[src/pcpg_pkg.sv]
// pcpg_pkg: shared types and constants for the plain-changes permutation generator
// used by pcpg_cell, pcpg_pick and plain_changes_permutation_generator_core
// no dependencies
package pcpg_pkg;

   localparam int ELEM_W  = 4;
   localparam int COUNT_W = 5;
   localparam int PERM_W  = 64;

   // element count after reset
   localparam logic [COUNT_W-1:0] COUNT_RESET = 5'd16;
   localparam logic [COUNT_W-1:0] COUNT_MIN   = 5'd2;

   typedef logic [ELEM_W-1:0]  elem_type;
   typedef logic [COUNT_W-1:0] count_type;

   // what one cell shows its neighbours: element held and its direction
   typedef struct packed {
      elem_type elem;
      logic     dir_left;
   } cell_view_type;

   // control broadcast from the top level to every cell
   typedef struct packed {
      logic      clear;       // return to identity now
      logic      start;       // transaction begins from identity
      logic      step;        // transaction accepted, commit the swap
      logic      any_mobile;  // some element can move
      elem_type  mover;       // largest mobile element
      count_type count;       // active element count, clamped
   } cell_ctrl_type;

endpackage

[src/plain_changes_permutation_generator_core.sv]
// plain_changes_permutation_generator_core: top level of the plain-changes generator
// depends on pcpg_pkg, pcpg_cell and pcpg_pick
//
// Usage:
//   Each transaction on the req_ channel (req_valid high, req_stall low) makes the
//   block return one rsp_ transaction: the current permutation, four bits per
//   position (positions at or above the element count read as zero), the left
//   position of the pair swapped to reach it, and a last flag when no element can
//   move. The state then advances by one adjacent swap. req_restart forces the
//   identity first; the transaction after a last one also starts from identity.
//   csr_wr_en writes the element count (clamped to 2..MAX_ELEMENTS) and returns the
//   state to identity; write it only while no transaction is in flight.
//   rsp_valid rises in the cycle after acceptance. Throughput is one transaction
//   per clock while rsp_stall does not hold a waiting result; the mobility check,
//   largest-mover pick and swap across the row of position cells are combinational.
//   Reset gives an element count of 16, the identity permutation with every
//   element pointing left, and an empty output register.
//   While rsp_stall holds a waiting result, req_stall rises and the result holds.
module plain_changes_permutation_generator_core #(
   parameter int MAX_ELEMENTS = 16
) (
   input  logic                          clock,
   input  logic                          reset,
   input  logic                          req_valid,
   output logic                          req_stall,
   input  logic                          req_restart,
   output logic                          rsp_valid,
   input  logic                          rsp_stall,
   output logic [pcpg_pkg::PERM_W-1:0]   rsp_permutation,
   output logic [pcpg_pkg::ELEM_W-1:0]   rsp_swap_position,
   output logic                          rsp_last,
   input  logic                          csr_wr_en,
   input  logic [pcpg_pkg::COUNT_W-1:0]  csr_wr_data
);

   localparam pcpg_pkg::count_type COUNT_MAX = pcpg_pkg::COUNT_W'(MAX_ELEMENTS);

   pcpg_pkg::count_type     count_ff;
   pcpg_pkg::count_type     count_active;
   logic                    done_ff;
   logic                    done_in;
   pcpg_pkg::elem_type      last_swap_ff;
   pcpg_pkg::elem_type      last_swap_in;
   logic                    accept;
   logic                    start;
   pcpg_pkg::cell_ctrl_type ctrl;
   pcpg_pkg::cell_view_type view_w [MAX_ELEMENTS];
   logic [MAX_ELEMENTS-1:0] mobile_w;
   logic [MAX_ELEMENTS-1:0] mover_w;
   logic [MAX_ELEMENTS-1:0] mobile_by_value;
   logic                    any_mobile;
   pcpg_pkg::elem_type      mover_value;
   pcpg_pkg::elem_type      swap_pos;
   logic [pcpg_pkg::PERM_W-1:0] packed_perm;

   logic                        rsp_valid_ff;
   logic                        rsp_valid_in;
   logic [pcpg_pkg::PERM_W-1:0] rsp_permutation_ff;
   pcpg_pkg::elem_type          rsp_swap_position_ff;
   logic                        rsp_last_ff;

   // handshake
   assign req_stall = rsp_valid_ff && rsp_stall;
   assign accept    = req_valid && !req_stall;
   assign start     = req_restart || done_ff;

   // clamp the element count
   always_comb begin
      if (count_ff < pcpg_pkg::COUNT_MIN) begin
         count_active = pcpg_pkg::COUNT_MIN;
      end else if (count_ff > COUNT_MAX) begin
         count_active = COUNT_MAX;
      end else begin
         count_active = count_ff;
      end
   end

   // control broadcast to the cells
   always_comb begin
      ctrl.clear      = csr_wr_en;
      ctrl.start      = start;
      ctrl.step       = accept && !csr_wr_en;
      ctrl.any_mobile = any_mobile;
      ctrl.mover      = mover_value;
      ctrl.count      = count_active;
   end

   // row of position cells
   for (genvar p = 0; p < MAX_ELEMENTS; p++) begin : g_cell
      pcpg_pkg::cell_view_type left_view;
      pcpg_pkg::cell_view_type right_view;
      logic                    left_mover;
      logic                    right_mover;

      if (p == 0) begin : g_left_edge
         assign left_view  = '0;
         assign left_mover = 1'b0;
      end else begin : g_left_link
         assign left_view  = view_w[p-1];
         assign left_mover = mover_w[p-1];
      end

      if (p == MAX_ELEMENTS - 1) begin : g_right_edge
         assign right_view  = '0;
         assign right_mover = 1'b0;
      end else begin : g_right_link
         assign right_view  = view_w[p+1];
         assign right_mover = mover_w[p+1];
      end

      pcpg_cell #(
         .POS(p)
      ) u_cell (
         .clock       (clock),
         .reset       (reset),
         .ctrl        (ctrl),
         .left_view   (left_view),
         .left_mover  (left_mover),
         .right_view  (right_view),
         .right_mover (right_mover),
         .own_view    (view_w[p]),
         .own_mobile  (mobile_w[p]),
         .own_mover   (mover_w[p])
      );
   end

   // mobile flags regrouped by element value
   always_comb begin
      mobile_by_value = '0;
      for (int p = 0; p < MAX_ELEMENTS; p++) begin
         for (int v = 0; v < MAX_ELEMENTS; v++) begin
            if (mobile_w[p] && (view_w[p].elem == pcpg_pkg::ELEM_W'(v))) begin
               mobile_by_value[v] = 1'b1;
            end
         end
      end
   end

   pcpg_pick #(
      .WIDTH(MAX_ELEMENTS)
   ) u_pick (
      .flags   (mobile_by_value),
      .any_set (any_mobile),
      .index   (mover_value)
   );

   // left position of the pair being swapped
   always_comb begin
      swap_pos = '0;
      for (int p = 0; p < MAX_ELEMENTS; p++) begin
         if (mover_w[p]) begin
            swap_pos = pcpg_pkg::ELEM_W'(p) - pcpg_pkg::ELEM_W'(view_w[p].dir_left);
         end
      end
   end

   // pack the current permutation
   always_comb begin
      packed_perm = '0;
      for (int p = 0; p < MAX_ELEMENTS; p++) begin
         if (pcpg_pkg::COUNT_W'(p) < count_active) begin
            packed_perm[pcpg_pkg::ELEM_W*p +: pcpg_pkg::ELEM_W] = view_w[p].elem;
         end
      end
   end

   // sequence state next values
   always_comb begin
      done_in      = done_ff;
      last_swap_in = last_swap_ff;
      if (accept) begin
         done_in = !any_mobile;
         if (any_mobile) begin
            last_swap_in = swap_pos;
         end else if (start) begin
            last_swap_in = '0;
         end
      end
   end

   always_ff @(posedge clock) begin
      if (reset) begin
         count_ff     <= pcpg_pkg::COUNT_RESET;
         done_ff      <= 1'b0;
         last_swap_ff <= '0;
      end else if (csr_wr_en) begin
         count_ff     <= csr_wr_data;
         done_ff      <= 1'b0;
         last_swap_ff <= '0;
      end else begin
         done_ff      <= done_in;
         last_swap_ff <= last_swap_in;
      end
   end

   // output register
   always_comb begin
      if (accept) begin
         rsp_valid_in = 1'b1;
      end else begin
         rsp_valid_in = rsp_valid_ff && rsp_stall;
      end
   end

   always_ff @(posedge clock) begin
      if (reset) begin
         rsp_valid_ff <= 1'b0;
      end else begin
         rsp_valid_ff <= rsp_valid_in;
      end
   end

   always_ff @(posedge clock) begin
      if (accept) begin
         rsp_permutation_ff   <= packed_perm;
         rsp_swap_position_ff <= start ? '0 : last_swap_ff;
         rsp_last_ff          <= !any_mobile;
      end
   end

   assign rsp_valid         = rsp_valid_ff;
   assign rsp_permutation   = rsp_permutation_ff;
   assign rsp_swap_position = rsp_swap_position_ff;
   assign rsp_last          = rsp_last_ff;

   // checks
   a_one_mover : assert property (@(posedge clock) disable iff (reset)
      $onehot0(mover_w))
      else $error("more than one cell claims to be the mover");

   a_stall_needs_result : assert property (@(posedge clock) disable iff (reset)
      req_stall |-> rsp_valid)
      else $error("input stalled with no result waiting");

   a_restart_swap_zero : assert property (@(posedge clock) disable iff (reset)
      (accept && req_restart) |=> (rsp_valid && rsp_swap_position == '0))
      else $error("restarted transaction did not report swap position zero");

   a_last_marks_done : assert property (@(posedge clock) disable iff (reset)
      (accept && !any_mobile && !csr_wr_en) |=> (done_ff && rsp_last))
      else $error("final permutation not flagged or sequence not closed");

endmodule

[src/pcpg_cell.sv]
// pcpg_cell: one position of the permutation, holding its element and direction
// depends on pcpg_pkg
module pcpg_cell #(
   parameter int POS = 0
) (
   input  logic                     clock,
   input  logic                     reset,
   input  pcpg_pkg::cell_ctrl_type  ctrl,
   input  pcpg_pkg::cell_view_type  left_view,
   input  logic                     left_mover,
   input  pcpg_pkg::cell_view_type  right_view,
   input  logic                     right_mover,
   output pcpg_pkg::cell_view_type  own_view,
   output logic                     own_mobile,
   output logic                     own_mover
);

   localparam logic                       HAS_LEFT = (POS > 0);
   localparam logic [pcpg_pkg::COUNT_W-1:0] POS_IDX  = pcpg_pkg::COUNT_W'(POS);
   localparam logic [pcpg_pkg::COUNT_W-1:0] POS_NEXT = pcpg_pkg::COUNT_W'(POS + 1);
   localparam pcpg_pkg::elem_type           ID_ELEM  = pcpg_pkg::ELEM_W'(POS);

   pcpg_pkg::cell_view_type view_ff;
   pcpg_pkg::cell_view_type view_in;
   pcpg_pkg::cell_view_type moved;
   logic                    active;
   logic                    flip;

   // effective contents: identity when the transaction starts a sequence
   always_comb begin
      if (ctrl.start) begin
         own_view.elem     = ID_ELEM;
         own_view.dir_left = 1'b1;
      end else begin
         own_view = view_ff;
      end
   end

   // mobility against the neighbour in this element's direction
   assign active = (POS_IDX < ctrl.count);
   always_comb begin
      if (own_view.dir_left) begin
         own_mobile = active && HAS_LEFT && (left_view.elem < own_view.elem);
      end else begin
         own_mobile = active && (POS_NEXT < ctrl.count) && (right_view.elem < own_view.elem);
      end
   end

   assign own_mover = ctrl.any_mobile && (own_view.elem == ctrl.mover);

   // adjacent swap: take the neighbour's contents when either side of the pair moves
   always_comb begin
      moved = own_view;
      if (own_mover) begin
         moved = own_view.dir_left ? left_view : right_view;
      end else if (right_mover && right_view.dir_left) begin
         moved = right_view;
      end else if (left_mover && !left_view.dir_left) begin
         moved = left_view;
      end
   end

   // every active element larger than the mover turns round
   assign flip = ctrl.any_mobile && (moved.elem > ctrl.mover)
                 && ({1'b0, moved.elem} < ctrl.count);

   always_comb begin
      view_in.elem     = moved.elem;
      view_in.dir_left = moved.dir_left ^ flip;
   end

   // cell state
   always_ff @(posedge clock) begin
      if (reset || ctrl.clear) begin
         view_ff.elem     <= ID_ELEM;
         view_ff.dir_left <= 1'b1;
      end else if (ctrl.step) begin
         view_ff <= view_in;
      end
   end

endmodule

[src/pcpg_pick.sv]
// pcpg_pick: priority pick of the largest element value with its mobile flag set
// depends on pcpg_pkg
module pcpg_pick #(
   parameter int WIDTH = 16
) (
   input  logic [WIDTH-1:0]   flags,
   output logic               any_set,
   output pcpg_pkg::elem_type index
);

   // highest set flag wins
   always_comb begin
      any_set = |flags;
      index   = '0;
      for (int i = 0; i < WIDTH; i++) begin
         if (flags[i]) begin
            index = pcpg_pkg::ELEM_W'(i);
         end
      end
   end

endmodule
[config.mk]
export PLATFORM = sky130hd
export DESIGN_NAME = plain_changes_permutation_generator_core
export DESIGN_NICKNAME = d
export VERILOG_FILES = /design/src/pcpg_pkg.sv /design/src/plain_changes_permutation_generator_core.sv /design/src/pcpg_cell.sv /design/src/pcpg_pick.sv
export SDC_FILE = /design/constraint.sdc
export NUM_CORES = 1
export LEC_CHECK = 0
export BUFFER_PORTS_ARGS = -buffer_cell sky130_fd_sc_hd__buf_4
export CAP_MARGIN = 20
export CORE_MARGIN = 2
export CORE_UTILIZATION = 27
export DETAILED_ROUTE_END_ITERATION = 16
export HOLD_SLACK_MARGIN = 0.12
export SLEW_MARGIN = 20
export SYNTH_ARGS = -nofsm -noshare
export SYNTH_HDL_FRONTEND = slang
export SYNTH_SLANG_ARGS = --single-unit
[constraint.sdc]
create_clock -name clock -period 10.3 [get_ports clock]
set_clock_uncertainty 0.1 [all_clocks]
set_input_delay 2.06 -clock clock [delete_from_list [all_inputs] [get_ports clock]]
set_output_delay 2.06 -clock clock [all_outputs]
set_load 0.02 [all_outputs]
-- After elaboration in Yosys (flattened, before gate mapping)
Cells that the tools add are included.
- flip-flop bits (word level): 160
- bits of input ports: 11
- add/subtract/negate cells: 16
- order comparisons: 82
- eq/ne operators: 256
- mux-type cells: 386
- bitwise gates (word level): 16
- reduce and logical (&&, ||, !) cells: 422
- operator list (cell ; count):
    $eq 4x4->1 const B ; 128
    $mux 5 ; 80
    $logic_and 1x1->1 ; 384
    $mux 1 ; 274
    $eq 4x3->1 const B ; 64
    $eq 4x2->1 const B ; 32
    $lt 4x4->1 ; 30
    $mux 4 ; 26
    $lt 4x5->1 ; 16
    $eq 4x1->1 const B ; 16
    $eq 4x4->1 ; 16
    $gt 4x4->1 ; 16
    $logic_not 4->1 ; 16
    $lt 4x5->1 const A ; 8
    $lt 3x5->1 const A ; 4
    $logic_not 1->1 ; 18
    $reduce_or 16->1 ; 1
    $sub 3x1->4 const A ; 4
    $sub 4x1->4 const A ; 4
    $xor 1x1->1 ; 16
    $mux 3 ; 4
    $lt 1x5->1 const A ; 2
    $lt 2x5->1 const A ; 2
    $sub 3x2->4 const A ; 2
    other kinds (11) ; 15

-- Depth between registers and ports, before layout
- word-level depth: 58
- mapped depth: 41

-- Cells and area by module
Synthesis repeated with hierarchy kept, for this count alone.
- cells, all modules: 2497
- area, all modules: 19842.8 µm²
- by module, submodules not included (module ; instances ; cells each ; area an instance (µm²) ; sequential area each (µm²)):
    plain_changes_permutation_generator_core ; 1 ; 616 ; 5485.3 ; 2292.2
    pcpg_cell at g_cell[5].u_cell ; 1 ; 127 ; 938.4 ; 100.1
    pcpg_cell at g_cell[6].u_cell ; 1 ; 113 ; 923.4 ; 100.1
    pcpg_cell at g_cell[12].u_cell ; 1 ; 115 ; 918.4 ; 100.1
    pcpg_cell at g_cell[8].u_cell ; 1 ; 119 ; 902.1 ; 100.1
    pcpg_cell at g_cell[7].u_cell ; 1 ; 113 ; 898.4 ; 100.1
    pcpg_cell at g_cell[10].u_cell ; 1 ; 116 ; 892.1 ; 100.1
    pcpg_cell at g_cell[2].u_cell ; 1 ; 122 ; 892.1 ; 100.1
    pcpg_cell at g_cell[3].u_cell ; 1 ; 121 ; 884.6 ; 100.1
    pcpg_cell at g_cell[1].u_cell ; 1 ; 114 ; 879.6 ; 100.1
    pcpg_cell at g_cell[15].u_cell ; 1 ; 112 ; 877.1 ; 100.1
    pcpg_cell at g_cell[11].u_cell ; 1 ; 115 ; 874.6 ; 100.1
    pcpg_cell at g_cell[13].u_cell ; 1 ; 116 ; 873.3 ; 100.1
    pcpg_cell at g_cell[14].u_cell ; 1 ; 108 ; 868.3 ; 100.1
    4 more rows ; n/a ; n/a ; n/a ; n/a

-- Worst setup path before layout
OpenSTA, ideal clock, no wires.
- path kind: input -> register
- from: input req_restart
- to: register g_cell[6].u_cell.view_ff[0] (netlist bit)
- library setup time: 122 ps
- arrival: 9739 ps
- path slack: 339 ps
- stages on the path: 35
- path buffers: 7
- cell sequence: nor2_2 > buf_2 > buf_6 > buf_6 > buf_6 > buf_4 > buf_2 > nand2_1 > inv_1 > ha_1 > nor2b_1 > o211ai_1 > a21oi_1 > nor2_8 > o32ai_1 > or4_4 > nor4_4 > nand4_2 > nor2_2 > a32oi_1 > o21ai_0 > o211ai_1 > or2_2 > clkbuf_1 > nand2_1 > o21ai_0 > o311ai_0 > ha_1 > a21o_1 > a21oi_1 > nor2_1 > or4b_2 > a41oi_1 > xnor2_1 > a221o_1
- RTL lines (element ; line ; source):
    start: declaration ; plain_changes_permutation_generator_core.sv:26 ; input logic req_restart,
    end signal: assignment ; pcpg_cell.sv:78 ; view_ff <= view_in;
    end: declaration ; pcpg_cell.sv:23 ; pcpg_pkg::cell_view_type view_ff;

==> qor.tcl <==
set qor(run_status) {completed}
set qor(cts_num_sinks) 160
set qor(insertion_delay_ns) 0.52
set qor(vdd_drop_max_uv) 108
set qor(drv_slew) 0
set qor(drv.max_cap_violation_count) 0
set qor(synth_fp_nets) 2703
set qor(cp_peak_stage_delay_ns) 0.79
set qor(p_leak_nw) 9.17
set qor(synth_edf_count) 69
set qor(synth_area_per_cell_sq_um) 7.45
set qor(crit_path_end_kind) {flop}
set qor(placeableCoreArea_sq_mm) 0.0687
set qor(yosysSeqAreaShare) 0.207
set qor(report.final.hold_viol_count) 0
set qor(tmin_final_ns) 10.02
set qor(pwr_density_cell_mw_per_mm2) 143
set qor(postSynth.asyncResetShare) 0
set qor(via_count) 22434
set qor(synthTopCellsByArea) {ha_1 (11%), edfxtp_1 (11%), dfxtp_1 (9.7%), nand2_1 (5.9%), nor2_1 (5.3%)}
set qor(die_outline_area_sq_mm) 0.0716
set qor(proportion_of_layout_cells_with_a_drive_suffix_above_1) 0.186
set qor(yosys_reg_bits) 160
set qor(synth_area_leader_cell) {ha_1}
set qor(track_usage) 0.278
set qor(first_pass_grt_wire_length_um) 145000
set qor(post-synth-top-count-cell) {nand2_1}
set qor(firstDrtPassIters) 7
set qor(path_common_cell) {buf_4}
set qor(wp_data_arrival_ns) 10.32
set qor(top_level_i_o_count) 82
set qor(mappedNetlistArea_sq_mm) 0.0188
set qor(detail-route-antenna-nets) 0
set qor(yosysWarnings) 0
set qor(timing.max_slew.rel_slack) 0.163
set qor(rsz0062_at_grt) {no}
set qor(layout-area-overhead-vs-synth_pct) 20.6
set qor(drt_iter0_markers) 3337
set qor(htree_depth) 4
set qor(total_power_w) 0.00325
set qor(synthTopCellsByCount) {nand2_1 (294), nor2_1 (264), ha_1 (172)}
set qor(worstSetupStartpointType) {input port}
set qor(floorplan.die.width_um) 268
set qor(syn-instance-count) 2520
set qor(ctsRootBufferMaster) {clkbuf_16}
set qor(fmax_ghz) 0.0998
set qor(dpl.hpwl_um) 79400
set qor(cts_buffer_depth) 2
set qor(gpl.final_weighted_congestion) 1.04
set qor(postCtsSetupRepairBufs) 0
set qor(fp.dieH_um) 268
set qor(synthDominantCellAreaShare) 0.115
set qor(timing.hold.ws_ns) 0.377
set qor(routed_via_density) 6.08
set qor(buffer_ports.inserted) 81
set qor(tritoncts) {yes}
set qor(final_setup_fails) 0
set qor(drc) 0
set qor(grt_start_max_net_pins) 57
set qor(floorplan.initialDensity) 0.273
set qor(ys.flop_type) {dfxtp_1}
set qor(finish.net_count) 2925
set qor(dp_slack_ns) 0.0304
set qor(antenna_found_initial) 4
set qor(multiInputGateArea_sq_mm) 0.0138
set qor(placement_rows) 96
set qor(required_time_of_the_critical_path_ns) 10.60
set qor(crit_path_slowest_cell) {nor4_1}
set qor(grt_pass1_vias) 20523
set qor(area_used_by_sequential_logic_in_the_layout_sq_mm) 0.00390
set qor(totalWireLength_um) 101000
set qor(path_clk_slew_ns) 0.08
set qor(worst_slack_ns) 0.278
set qor(path_max_fanout) 18
set qor(fillerInstances) 7403
set qor(worst-setup-path-type) {input port to flop}
set qor(hold_class) {flop to flop}
set qor(layout_worst_path_cycle_share) 0.973
set qor(global_route.overflow_total) 0
set qor(drt-wirelength-per-cell_um) 27.4
set qor(cts_made_buffers) 17
set qor(worst_pin_slew_ns) 1.25
set qor(yosys.cell_types.count) 111
sequential cells by signal (all words and copies together), names as in the netlist:
signal	flops
count_ff	5
done_ff	1
g_cell.u_cell.view_ff	80
last_swap_ff	4
rsp_last	1
rsp_permutation	64
rsp_swap_position	4
rsp_valid	1
metal layers:
| metal | vias to the layer above | part of all wire | global-route usage | routed length [um] |
|---|---|---|---|---|
| met5 | - | 0.00013 | 0 | 13 |
| met4 | 2 | 0.050 | 0.137 | 5020 |
| met3 | 250 | 0.11 | 0.0525 | 10600 |
| met2 | 1456 | 0.43 | 0.421 | 43500 |
| met1 | 10725 | 0.41 | 0.377 | 41800 |
| li1 | 10001 | - | - | - |
cell families (layout without fill, tap and decap cells):
group	count (synthesis)	after routing	synth area share
AO/OA/AOI/OAI	755	755	0.281
AND/OR/NAND/NOR	1068	1068	0.287
XOR/XNOR	32	32	0.0157
other	0	4	0
flip-flops	160	160	0.207
buffers and inverters	276	511	0.0625
multiplexers	57	57	0.0317
adder cells (fa/ha/maj)	172	172	0.115
critical path: cells and delay by family:
family	cells	cell delay (ns)
xor+xnor	1	0.12
buf+inv	6	1.15
simple gates	12	3.71
mux	2	0.46
fa+ha+maj	2	0.68
compound gates	10	2.06
placed cells by master, fill, tap and decap left out, types with 15 or more instances in the layout:
cell type and instances:
nand4_1 59, a31oi_1 22, nor2_1 262, or3_1 45
and3_1 23, a211oi_1 40, nand2b_1 32, ha_1 172
mux2i_1 37, nor4_1 40, o21ai_1 16, edfxtp_1 69
o211ai_1 57, buf_4 357, a21o_1 31, mux2_2 20
clkbuf_16 17, nand3_1 79, o2111ai_1 32, and2_1 27
o221ai_1 15, nor3_1 85, o22ai_1 33, o21ai_0 130
xnor2_1 25, dfxtp_1 89, nor2b_1 27, a21oi_1 166
inv_1 102, a221o_1 18, nand2_1 293
path summary, 6_finish.rpt:
| check | start | end | slack (ns) | cells past startpoint |
|---|---|---|---|---|
| setup / recovery | req_restart | g_cell[1].u_cell.view_ff[0] | 0.28 | 33 |
| hold / removal | last_swap_ff[3] | last_swap_ff[3] | 0.38 | 2 |
| setup reg to reg | done_ff | g_cell[1].u_cell.view_ff[0] | 1.21 | 32 |
| hold reg to reg | last_swap_ff[3] | last_swap_ff[3] | 0.38 | 2 |
power by group:
part / leakage, nW / switching [W] / internal, W / total (W)
logic: 7.49 / 0.00110 / 0.000722 / 0.00182
clock network: 0.275 / 0.000305 / 0.000363 / 0.000668
registers: 1.40 / 0.0000574 / 0.000701 / 0.000759
total: 9.17 / 0.00146 / 0.00179 / 0.00325
through the flow:
stage	std cells	util	area [sq um]	setup TNS, ns
after floorplan	2520	-	18800	0
after global placement	3654	0.321	22000	-0.0258
after detailed placement	3654	0.321	22000	0
after CTS	3686	0.329	22600	0
after global routing	3686	0.329	22600	0
final	3690	0.329	22600	0
cell type report:
cell class	instances	area share
clock buffers	20	0.0197
inverters	118	0.0197
well taps	931	0.0515
multi-input cells	2084	0.609
clock inverters	12	0.00586
diodes	4	0.000442
flip-flops and latches	160	0.172
repair buffers	361	0.122
timing repair:
item | 4_1_cts | 5_1_grt
hold endpoints to repair | 0 | 0
hold buffers | 0 | 0
setup endpoints to repair | 0 | 3
gates resized for setup | 0 | 1
(Power assumes the default switching activity.)
